**src/hw/rtl/rdz_pkg.sv**
```systemverilog
// shared constants and types for the radial dead zone stick filter
package rdz_pkg;

    localparam int AXIS_BITS   = 16;
    localparam int REG_W       = 15;
    localparam int REG_IDX_W   = 1;
    localparam int QUEUE_DEPTH = 4;

    localparam logic [REG_IDX_W-1:0] REG_DEAD_ZONE_RADIUS    = 1'd0;
    localparam logic [REG_IDX_W-1:0] REG_CARDINAL_HALF_WIDTH = 1'd1;

    localparam logic [REG_W-1:0] RADIUS_RESET     = 15'd4915;
    localparam logic [REG_W-1:0] HALF_WIDTH_RESET = 15'd1638;

    typedef struct packed {
        logic pass;
        logic zero;
    } rdz_flags_t;

endpackage

```
**src/hw/rtl/rdz_queue.sv**
```systemverilog
// short fifo between the classify front end and the scaling back end
module rdz_queue #(
    parameter int W = 8
) (
    input  logic          clk,
    input  logic          rst_n,
    input  logic          in_valid,
    output logic          in_ready,
    input  logic [W-1:0]  in_data,
    output logic          out_valid,
    input  logic          out_ready,
    output logic [W-1:0]  out_data
);

    localparam int DEPTH = rdz_pkg::QUEUE_DEPTH;
    localparam int AW    = $clog2(DEPTH);

    logic [W-1:0]  mem_reg [DEPTH];
    logic [AW-1:0] wr_reg;
    logic [AW-1:0] rd_reg;
    logic [AW:0]   count_reg;
    logic          push;
    logic          pop;

    assign in_ready  = count_reg != (AW+1)'(DEPTH);
    assign out_valid = count_reg != '0;
    assign out_data  = mem_reg[rd_reg];
    assign push      = in_valid && in_ready;
    assign pop       = out_valid && out_ready;

    always_ff @(posedge clk or negedge rst_n)
    begin
        if (!rst_n)
        begin
            wr_reg    <= '0;
            rd_reg    <= '0;
            count_reg <= '0;
        end
        else
        begin
            if (push)
            begin
                wr_reg <= wr_reg + 1'b1;
            end
            if (pop)
            begin
                rd_reg <= rd_reg + 1'b1;
            end
            if (push && !pop)
            begin
                count_reg <= count_reg + 1'b1;
            end
            else if (pop && !push)
            begin
                count_reg <= count_reg - 1'b1;
            end
        end
    end

    always_ff @(posedge clk)
    begin
        if (push)
        begin
            mem_reg[wr_reg] <= in_data;
        end
    end

endmodule

```
**config.mk**
```make
export PLATFORM = sky130hd
export DESIGN_NAME = rdz_queue
export DESIGN_NICKNAME = d
export VERILOG_FILES = /design/src/hw/rtl/rdz_pkg.sv /design/src/hw/rtl/rdz_queue.sv
export SDC_FILE = /design/constraint.sdc
export NUM_CORES = 1
export LEC_CHECK = 0
export ABC_AREA = 1
export BUFFER_PORTS_ARGS = -buffer_cell sky130_fd_sc_hd__buf_2
export CAP_MARGIN = 20
export CORE_MARGIN = 2
export CORE_UTILIZATION = 51
export DETAILED_ROUTE_END_ITERATION = 8
export PLACE_DENSITY = 0.74
export SYNTH_ARGS = -nofsm -noshare
export SYNTH_HDL_FRONTEND = slang
export SYNTH_SLANG_ARGS = --single-unit
export TNS_END_PERCENT = 1
```
**constraint.sdc**
```tcl
create_clock -name clk -period 1.8 [get_ports clk]
set_input_delay 0.18 -clock clk [delete_from_list [all_inputs] [get_ports clk]]
set_output_delay 0.18 -clock clk [all_outputs]
set_load 0.05 [all_outputs]
```
Word level (Yosys, flattened, before mapping)

Memories as Yosys holds them, arrays and structs flattened.
Cells that the tools add are included.
W data, S select, Z words.

Bits in registers: 7
RAM bits: 32
Output and inout port bits: 10
Word-level logic and storage cells: 21
Memories: 1

Memory list:

| memory  | depth | bits a word | read ports | clocked after Yosys merged registers in | write ports | RTL line        | RTL |
|---|---|---|---|---|---|---|---|
| mem_reg | 4     | 8           | 1          | 0                                       | 1           | rdz_queue.sv:18 | `logic [W-1:0] mem_reg [DEPTH];` |

$add $sub $neg: 4
Equal/unequal tests: 1
Multiplexer cells: 4
Reduce and logical (&&, ||, !) cells: 8

Operators with widths:

| operator              | number |
|---|---|
| $mux W3               | 2 |
| $add A2 B1 Y2 const B | 2 |
| $logic_and A1 B1 Y1   | 4 |
| $add A3 B1 Y3 const B | 1 |
| $ne A3 B3 Y1 const B  | 1 |
| $reduce_bool A3 Y1    | 1 |
| $sub A3 B1 Y3 const B | 1 |
| $logic_not A1 Y1      | 2 |
| $mux W1               | 2 |
| $reduce_bool A2 Y1    | 1 |

Depth between registers and ports, before layout

Gate-level depths: netlist (run 1).

Word-level depth: 6
Gate-level depth with buffers: 12
Gate-level depth less buffers: 12

Least setup slack after synthesis (run 1)

No wires, ideal clock.

Path type: register to register
From: reg count_reg[0]
To: reg count_reg[2]
Library setup time: 117 ps
Arrival: 2,022 ps
Required time: 1,683 ps
Setup slack: -339 ps
Cell stages (with the launch flop): 11
Path buffers: 0
Cells stage by stage: dfrtp_1 > inv_1 > nand3_1 > nand2_1 > ha_1 > inv_1 > fa_1 > nand2_1 > nand3_1 > nand2_1 > nand2_1

Cells in the longest elaborated chain, start to end: 5
Elaborated cells on any way between the ends: 13
Those cells by class: 2 x add/sub; 1 x eq/ne; 2 x mux; 8 x reduce/logical

RTL lines:

| element                                              | RTL line        | RTL |
|---|---|---|
| start, declared                                      | rdz_queue.sv:21 | `logic [AW:0] count_reg;` |
| start signal, assigned                               | rdz_queue.sv:51 | `count_reg <= count_reg + 1'b1;` |
| start signal, assigned                               | rdz_queue.sv:55 | `count_reg <= count_reg - 1'b1;` |
| $reduce_bool A3 Y1 (*)                               | rdz_queue.sv:26 | `assign out_valid = count_reg != '0;` |
| via out_valid                                        | rdz_queue.sv:10 | `output logic out_valid,` |
| $logic_and A1 B1 Y1 (*)                              | rdz_queue.sv:29 | `assign pop = out_valid && out_ready;` |
| $logic_not A1 Y1                                     | rdz_queue.sv:49 | `if (push && !pop)` |
| $logic_and A1 B1 Y1                                  | rdz_queue.sv:49 |  |
| $mux W3 / $reduce_bool A2 Y1 (equally long branches) | n/a             |  |

The timed path passes the listed nets; every way through them passes the cells marked *. The select of a mux whose other input is x is not followed.
A chain may end at the register's enable or synchronous reset.

Final worst setup path (run 1)

From: reg count_reg[1]
To: reg count_reg[1]

Cells in the longest elaborated chain, start to end: 5
Elaborated cells on any way between the ends: 13
Those cells by class: 2 x add/sub; 1 x eq/ne; 2 x mux; 8 x reduce/logical

RTL lines:

| element                             | RTL line        | RTL |
|---|---|---|
| $ne A3 B3 Y1 (*)                    | rdz_queue.sv:25 | `assign in_ready = count_reg != (AW+1)'(DEPTH);` |
| $logic_and A1 B1 Y1 (*)             | rdz_queue.sv:28 | `assign push = in_valid && in_ready;` |
| via push                            | rdz_queue.sv:22 | `logic push;` |
| $logic_not A1 Y1                    | rdz_queue.sv:53 | `else if (pop && !push)` |
| $logic_and A1 B1 Y1                 | rdz_queue.sv:53 |  |
| $reduce_bool A2 Y1 (no source line) | n/a             |  |

Marked as above.

==> reports/qor.yml, run 1 <==
clock_network:
  insertion_delay_ns: 0.34
  clock_sinks: 39
  numCtsBuffers: 5
  tritoncts: "built"
  root_buffer: "clkbuf_4"
  clk_pin_slew_ns: 0.12
  clock_tree.buffer_depth: 2
  ctsHtreeMaxLevel: 2
routing:
  num_vias: 1164
  met2WireLength_microns: 1810
  drtAntennaViolNets: 0
  via_per_inst: 5.02
  wire_per_inst_microns: 14.2
  drtIter0Drc: 53
  drc: 0
  route.layer.met1.wl_microns: 1360
  firstDrtPassIters: 6
  route.met3.wl_microns: 123
  highest_layer: "met4"
  wirelength_microns: 3300
worst_setup_path:
  arrival_ns: 1.95
  cp-endpoint: "count_reg[1]$_DFFE_PN0P_"
  path_cells: "inv_2, nand3_4, nand2_4, inv_1, ha_2, inv_2, fa_2, nand2_1, o21ai_0"
  cp-end-kind: "register"
  worstPathRequired_ns: 2.03
  slowest_delay_ns: 0.43
  reg2regPathDepth: 9
  rrSetupSlack_ns: 0.08
  critPathKind: "register to register"
  path_max_fanout: 3
  crit_buf_inv: 3
  cpLargestDelayFamily: "adder cells"
  reg2reg_to: "count_reg[1]$_DFFE_PN0P_"
  start_kind: "register"
  startpoint: "count_reg[1]$_DFFE_PN0P_"
  cp_num_cells: 9
  critPathMostFrequentCell: "inv_2"
  r2r_start: "count_reg[1]$_DFFE_PN0P_"
  crit_slowest_cell: "fa_2"
power_and_ir_drop:
  p_per_area_nw_per_um2: 1860
  ir_worst_vdd_mv: 0.851
  power.leakage_nw: 0.911
timing:
  slew_headroom_pct: 83.0
  worst_pin_slew_ns: 0.255
  clock_skew_ns: 0.0165
  max_freq_ghz: 0.581
  finalCriticalPeriod_ns: 1.72
  whs_ns: 0.0439
  hold_violations: 0
  final-setup-viol-count: 0
  maxSlewViolCount: 0
  fin_crit_sh_pct: 95.6
die:
  core-area_sq_um: 3310
  num_rows: 21
  die_w_microns: 62.3
  start_util_pct: 52.3
  boundaryPins: 22
  die_h_microns: 62.3
  die_area_sq_um: 3880
job:
  drv_cap: 0
yosys:
  ys_ff_latch: 39
  yosys_warnings: 0
  syn_inst: 152
  netlist.area_leader.share_pct: 55.5
  yosys.area.top_type: "edfxtp_1"
  synthTopCellsByArea: "edfxtp_1 (55%), dfrtp_1 (10%), nand2_1 (8.9%)"
  syn_area_sq_um: 1730
  syn_area_per_cell_sq_um: 11.4
  syn_nets: 170
  seq_area_frac_synth_pct: 65.6
  synth_cell_types: 17
placement:
  placed_cells: 220
  io_buffer_count: 21
  dp_hpwl_microns: 2200
  globalplace.congestion: 0.776
cells_and_area:
  instances_no_fill: 232
  layout-drive-gt1-share_pct: 28.5
  final_cell_mix: "nand2_1 (38), edfxtp_1 (32), inv_1 (26)"
  nFillCells: 288
  nets: 203
  layout_commonest_cell: "nand2_1"
  largest_reg_flops: 32
  area_delta_synth_final_pct: 18.9
  num_antenna_cells: 0
hold_path:
  hold_path.class: "primary input to register"
grt:
  grt_usage_pct: 17.6
  grt_max_degree: 34
  grt_pass1_vias: 1147
  grt_pass1_wl_microns: 5130
  antenna_found_initial: 0
  overflow: 0
outcome:
  status: "finished, final reports clean"
==> per-stage QoR <==
step	total power [mW]	setup slack, ns	setup TNS (ns)	cell area, sq um	util (%)
finish	3.82	0.0794	0	2060	62.2
detailed placement	3.12	0.0351	0	1920	58.0
global placement	3.03	0.130	0	1920	58.0
floorplan	2.75	-0.0118	-0.0118	1760	-
CTS	3.74	0.0193	0	2020	61.0
global route	4.06	-0.0269	-0.0269	2060	62.2
==> synth_stat cells <==
cell type / instances
o21ai_0: 1
ha_1: 5
o211ai_1: 16
xnor2_1: 1
dfrtp_1: 7
inv_1: 30
inv_2: 2
nand3_1: 6
buf_6: 2
edfxtp_1: 32
nand2_1: 41
nor2_1: 4
clkbuf_8: 1
fa_1: 1
nand3_2: 1
nand4_1: 1
buf_4: 1
==> worst register-to-register path, cell delays in order, from the launching register on <==
cell     delay (ns)
dfrtp_1        0.42
inv_2          0.12
nand3_4        0.10
nand2_4        0.08
inv_1          0.04
ha_2           0.19
inv_2          0.07
fa_2           0.43
nand2_1        0.07
o21ai_0        0.08
==> report_power, final <==
group | leakage, nW | internal (mW) | switching, mW
Clock | 0.0482 | 0.328 | 0.279
Sequential | 0.374 | 1.22 | 0.171
Combinational | 0.489 | 0.522 | 1.30
==> kinds of logic after synthesis <==
kind of cell / after synthesis / synth area share, %
adder cells (fa/ha/maj): 6 / 4.77
buffers and inverters: 36 / 9.47
AO/OA/AOI/OAI: 17 / 7.23
flip-flops: 39 / 65.6
AND/OR/NAND/NOR: 53 / 12.4
XOR/XNOR: 1 / 0.506
==> layout make-up <==
class                      instances  area, sq um  area share [%]
tap                               46         57.6            2.79
timing repair buffer              29          170            8.26
clock buffer                       6         51.3            2.49
clock inverter                     2         35.0            1.70
sequential                        39         1140            55.3
timing repair inverter             1         6.26           0.304
inverter                          32          130            6.32
multi-input combinational         77          469            22.8
==> per-layer routing <==
layer	up-vias	GRT usage, %
met1	573	20.4
met2	23	31.0
met3	2	5.43
met5	-	0
li1	566	-
met4	0	6.39
==> how the worst min path moves through the flow <==
stage	slack, ns	to	cells after the start	startpoint
after floorplan	-0.12	count_reg[0]$_DFFE_PN0P_	0	rst_n
after global placement	0.02	rd_reg[0]$_DFFE_PN0P_	1	rst_n
after detailed placement	0.03	rd_reg[1]$_DFFE_PN0P_	1	rst_n
after CTS	0.03	mem_reg[1][0]$_DFFE_PP_	1	in_data[0]
after global routing	0.02	mem_reg[1][0]$_DFFE_PP_	1	in_data[0]
final	0.04	mem_reg[3][3]$_DFFE_PP_	1	in_data[3]
==> what timing repair did <==
action / CTS / global route
cloned: 0 / 1
pin swaps: 0 / 2
setup endpoints to repair: 8 / 9
hold buffers: 1 / 0
buffers inserted: 0 / 2
hold endpoints to repair: 7 / 0
gates resized for setup: 2 / 11
No activity file was read; power rests on OpenSTA's default activity.
==> inputs of run 2 (changes only) <==
--- a/config.mk
+++ b/config.mk
@@ -6,12 +6,13 @@
 export NUM_CORES = 1
 export LEC_CHECK = 0
 export ABC_AREA = 1
-export BUFFER_PORTS_ARGS = -buffer_cell sky130_fd_sc_hd__buf_2
+export BUFFER_PORTS_ARGS = -buffer_cell sky130_fd_sc_hd__clkbuf_2
 export CAP_MARGIN = 20
 export CORE_MARGIN = 2
 export CORE_UTILIZATION = 51
 export DETAILED_ROUTE_END_ITERATION = 8
 export PLACE_DENSITY = 0.74
+export SETUP_SLACK_MARGIN = 0.02
 export SYNTH_ARGS = -nofsm -noshare
 export SYNTH_HDL_FRONTEND = slang
 export SYNTH_SLANG_ARGS = --single-unit
==> run 2 against run 1 <==
Core utilization fell by 0.91 points. Via count is 3.7% lower. Non-clock buffer count stayed put. Die area unchanged. Critical endpoint is now count_reg[2]$_DFFE_PN0P_. First-iteration DRC count fell by 28%. Wire length shrank 11%. Global-route usage fell by 1.8 points.
==> reports/qor.yml, run 2 (synthesis results as in run 1) <==
die:
  boundaryPins: 22
  num_rows: 21
  start_util_pct: 52.3
  die_area_sq_um: 3880
  core-area_sq_um: 3310
  die_w_microns: 62.3
  die_h_microns: 62.3
hold_path:
  hold_path.class: "primary input to register"
clock_network:
  tritoncts: "built"
  clock_sinks: 39
  numCtsBuffers: 5
  clk_pin_slew_ns: 0.11
  insertion_delay_ns: 0.33
  ctsHtreeMaxLevel: 2
  clock_tree.buffer_depth: 2
  root_buffer: "clkbuf_4"
timing:
  final-setup-viol-count: 0
  rsz0062_at_grt: "true"
  setup_ws_ns: 0.0554
  maxSlewViolCount: 0
  clock_skew_ns: 0.0156
  fin_crit_sh_pct: 96.9
  slew_headroom_pct: 80.7
  finalCriticalPeriod_ns: 1.74
  worst_pin_slew_ns: 0.291
  max_freq_ghz: 0.573
  hold_violations: 0
routing:
  drtAntennaViolNets: 0
  drtIter0Drc: 38
  wire_per_inst_microns: 12.7
  num_vias: 1121
  drc: 0
  via_per_inst: 4.83
  firstDrtPassIters: 5
  wirelength_microns: 2940
grt:
  grt_max_degree: 34
  overflow: 0
  antenna_found_initial: 0
  grt_usage_pct: 15.9
  grt_pass1_wl_microns: 4660
  grt_pass1_vias: 1051
cells_and_area:
  final_area_sq_um: 2030
  num_antenna_cells: 0
  final_cell_mix: "nand2_1 (39), edfxtp_1 (32), inv_1 (25)"
  area_delta_synth_final_pct: 17.2
  instances_no_fill: 232
  largest_reg_flops: 32
  nets: 203
  nFillCells: 281
  layout_commonest_cell: "nand2_1"
  layout-drive-gt1-share_pct: 27.4
worst_setup_path:
  cp-end-kind: "register"
  start_kind: "register"
  worstPathRequired_ns: 2.03
  path_max_fanout: 5
  critPathKind: "register to register"
  arrival_ns: 1.98
job:
  drv_cap: 0
placement:
  pre_cts_ws_ns: 0.0810
  io_buffer_count: 21
  placed_cells: 219
  globalplace.congestion: 0.779
  placed_area_sq_um: 1930
  dp_hpwl_microns: 1940
power_and_ir_drop:
  power.leakage_nw: 0.898
  p_per_area_nw_per_um2: 1770
  ir_worst_vdd_mv: 0.900
outcome:
  status: "finished, final reports clean"
## run 2: changes by cell type in the layout (fill, tap and decap cells not counted), moves of 2 or more
| cell | change |
|---|---|
| clkbuf_2 | +17 |
| clkbuf_1 | +2 |
| buf_2 | -16 |
| nand2_2 | -2 |
## run 2: area by class of cell
class	instances	area, sq um	share of cell area [%]
flip-flops and latches	39	1140	56.2
multi-input cells	77	479	23.6
repair buffers	29	168	8.26
inverters	32	128	6.29
well taps	46	57.6	2.84
clock buffers	7	45.0	2.22
repair inverters	1	6.26	0.308
clock inverters	1	5.00	0.247
## run 2: metal layers
metal	share of wire, %	vias to the layer above	GRT usage, %
li1	-	573	-
met1	43	523	18.8
met2	52	23	27.7
met3	3.8	2	5.25
met4	0.54	0	4.44
met5	0	-	0
## run 2: worst max-delay path: stages, from the launching register on
cell	delay, ns
dfrtp_2	0.46
inv_2	0.09
nand3_4	0.11
nand2_4	0.10
ha_4	0.13
inv_2	0.04
fa_1	0.40
nand2_1	0.10
nand3_1	0.09
nand2_1	0.06
nand2_1	0.05
## run 2: through the flow
stage	power, mW	utilization [%]	TNS, ns	hold slack (ns)
detailed placement	3.09	58.2	0	0.0257
floorplan	2.77	-	0	-0.116
global route	3.86	61.3	-0.0365	0.0409
global placement	3.03	58.2	0	0.0211
finish	3.59	61.3	0	0.0625
CTS	3.50	60.2	0	0.0562
## run 2: timing repair
item                                    in CTS  in global routing
gates resized for setup                      2                 11
endpoints found under the setup margin       8                 10
hold buffers                                 1                  0
setup buffers                                0                  3
hold endpoints to repair                     7                  0
gates cloned                                 0                  1
## run 2: worst paths after layout
check / startpoint / end / slack, ns / cells past startpoint
min in group asynchronous: rst_n / rd_reg[0]$_DFFE_PN0P_ / 0.21 / 2
hold / removal: in_data[6] / mem_reg[3][6]$_DFFE_PP_ / 0.06 / 1
setup / recovery: count_reg[2]$_DFFE_PN0P_ / count_reg[2]$_DFFE_PN0P_ / 0.06 / 10
hold reg to reg: wr_reg[0]$_DFFE_PN0P_ / wr_reg[0]$_DFFE_PN0P_ / 0.56 / 2
setup reg to reg: count_reg[2]$_DFFE_PN0P_ / count_reg[2]$_DFFE_PN0P_ / 0.06 / 10
max in group asynchronous: rst_n / rd_reg[1]$_DFFE_PN0P_ / 1.41 / 2
## run 2: where the power goes
group,switching (mW),internal [mW]
Sequential,0.162,1.22
Combinational,1.28,0.513
Clock,0.260,0.152
==> inputs of run 3 (changes only) <==
--- a/config.mk
+++ b/config.mk
@@ -8,6 +8,7 @@
 export ABC_AREA = 1
 export BUFFER_PORTS_ARGS = -buffer_cell sky130_fd_sc_hd__clkbuf_2
 export CAP_MARGIN = 20
+export CORE_ASPECT_RATIO = 0.6
 export CORE_MARGIN = 2
 export CORE_UTILIZATION = 51
 export DETAILED_ROUTE_END_ITERATION = 8
==> run 3 against run 2 <==
Clock power up 39%. Critical path type unchanged. Combinational power about the same. Non-clock buffer count down 2. Largest cell class unchanged. Wire length up 8.6%. Power up 3.9%. Sequential power about the same. Worst setup slack better by 0.039 ns. First-iteration DRC count up 100%. Highest routed layer unchanged.
==> reports/qor.yml, run 3 (synthesis results as in run 1) <==
cells_and_area:
  nFillCells: 261
  area_delta_synth_final_pct: 18.1
  nets: 200
  seqCellArea_sq_um: 1140
  layout_commonest_cell: "nand2_1"
  final_cell_mix: "nand2_1 (38), edfxtp_1 (32), inv_1 (25)"
  multiInputGateArea_sq_um: 484
  largest_reg_flops: 32
  num_antenna_cells: 0
  utilization_pct: 63.1
  layout-drive-gt1-share_pct: 27.3
  final_area_sq_um: 2050
routing:
  drc: 0
  wirelength_microns: 3190
  via_per_inst: 4.97
  wire_per_inst_microns: 14.0
  drtAntennaViolNets: 0
  num_vias: 1133
  drtIter0Drc: 77
  firstDrtPassIters: 4
clock_network:
  tritoncts: "built"
  clock_tree.buffer_depth: 2
  insertion_delay_ns: 0.29
  root_buffer: "clkbuf_8"
  clock_sinks: 39
  clk_pin_slew_ns: 0.07
  ctsHtreeMaxLevel: 2
  numCtsBuffers: 5
timing:
  max_freq_ghz: 0.586
  finalCriticalPeriod_ns: 1.71
  final-setup-viol-count: 0
  whs_ns: 0.101
  clock_skew_ns: 0.00504
  worst_pin_slew_ns: 0.281
  hold_violations: 0
  maxSlewViolCount: 0
  rsz0062_at_grt: "true"
  setup-tns-final_ns: 0
  slew_headroom_pct: 81.3
  fin_crit_sh_pct: 94.8
worst_setup_path:
  r2r_start: "count_reg[1]$_DFFE_PN0P_"
  start_kind: "register"
  path_max_fanout: 7
  worstPathRequired_ns: 1.98
  cp-endpoint: "count_reg[1]$_DFFE_PN0P_"
  startpoint: "count_reg[1]$_DFFE_PN0P_"
  rrSetupSlack_ns: 0.09
  reg2regPathDepth: 9
  cp-end-kind: "register"
  reg2reg_to: "count_reg[1]$_DFFE_PN0P_"
  critPathKind: "register to register"
  arrival_ns: 1.89
job:
  drv_cap: 0
power_and_ir_drop:
  power_mw: 3.73
  power_frac_clock_pct: 15.4
  seqPwrFrac_pct: 37.3
  p_per_area_nw_per_um2: 1820
  power.leakage_nw: 0.898
  ir_worst_vdd_mv: 0.954
  comb_power_share_pct: 47.3
  net-switching-power_mw: 1.75
  swShare_pct: 46.9
  intPower_mw: 1.98
die:
  die_w_microns: 79.2
  start_util_pct: 53.4
  die_area_sq_um: 3890
  core-area_sq_um: 3240
  num_rows: 16
  boundaryPins: 22
  die_h_microns: 49.1
grt:
  antenna_found_initial: 0
  overflow: 0
  grt_pass1_wl_microns: 5180
  grt_usage_pct: 19.0
  grt_pass1_vias: 1108
  grt_max_degree: 34
placement:
  io_buffer_count: 21
  placed_area_sq_um: 1930
  globalplace.congestion: 0.886
  dp_hpwl_microns: 2060
hold_path:
  hold_path.class: "primary input to register"
outcome:
  status: "finished, final reports clean"
run 3: critical path, stage by stage (launching register included):
cell     delay [ns]
dfrtp_1        0.42
inv_2          0.12
nand3_4        0.11
nand2_4        0.11
inv_2          0.05
ha_4           0.15
inv_2          0.07
fa_2           0.42
nand2_1        0.07
o21ai_0        0.07
run 3: how the worst min path moves through the flow:
stage                     startpoint                       end  slack, ns  cells after the start
final                     in_data[7]   mem_reg[2][7]$_DFFE_PP_       0.10                      1
after global routing      in_data[4]   mem_reg[0][4]$_DFFE_PP_       0.09                      1
after CTS                 in_data[7]   mem_reg[3][7]$_DFFE_PP_       0.09                      1
after detailed placement       rst_n     wr_reg[0]$_DFFE_PN0P_       0.03                      1
after global placement         rst_n     wr_reg[0]$_DFFE_PN0P_       0.03                      1
after floorplan                rst_n  count_reg[0]$_DFFE_PN0P_      -0.12                      0
run 3: power groups by stage:
stage          logic, mW  clock network (mW)  registers (mW)
2_1_floorplan       1.45                   0            1.32
3_3_place_gp        1.66                   0            1.37
3_5_place_dp        1.73                   0            1.38
4_1_cts             1.74               0.585            1.37
5_1_grt             1.93               0.623            1.42
6_report            1.76               0.572            1.39
run 3: what timing repair did:
| item | CTS | global route |
|---|---|---|
| pin swaps | 0 | 1 |
| endpoints found under the setup margin | 8 | 10 |
| resized for setup | 1 | 7 |
| hold buffers | 1 | 0 |
| buffers inserted | 0 | 1 |
| endpoints found under the hold margin | 7 | 0 |
run 3: final cells by class:
| type | count | share of cell area [%] |
|---|---|---|
| well taps | 45 | 2.75 |
| multi-input cells | 77 | 23.7 |
| flip-flops and latches | 39 | 55.7 |
| clock buffers | 6 | 3.55 |
| repair buffers | 27 | 7.46 |
| clock inverters | 2 | 0.612 |
| inverters | 32 | 6.24 |
run 3: metrics by stage:
stage / setup WS [ns] / std cells
2_1_floorplan: 0.0184 / 152
3_3_place_gp: 0.139 / 218
3_5_place_dp: 0.0527 / 218
4_1_cts: 0.0483 / 227
5_1_grt: 0.0130 / 228
6_report: 0.0940 / 228
run 3: routing by layer:
layer | wire length, microns | up-vias | track usage (%)
met5 | 0 | - | 0
met3 | 197 | 10 | 9.44
met1 | 1400 | 532 | 23.0
li1 | - | 560 | -
met4 | 60 | 0 | 7.18
met2 | 1530 | 31 | 29.4
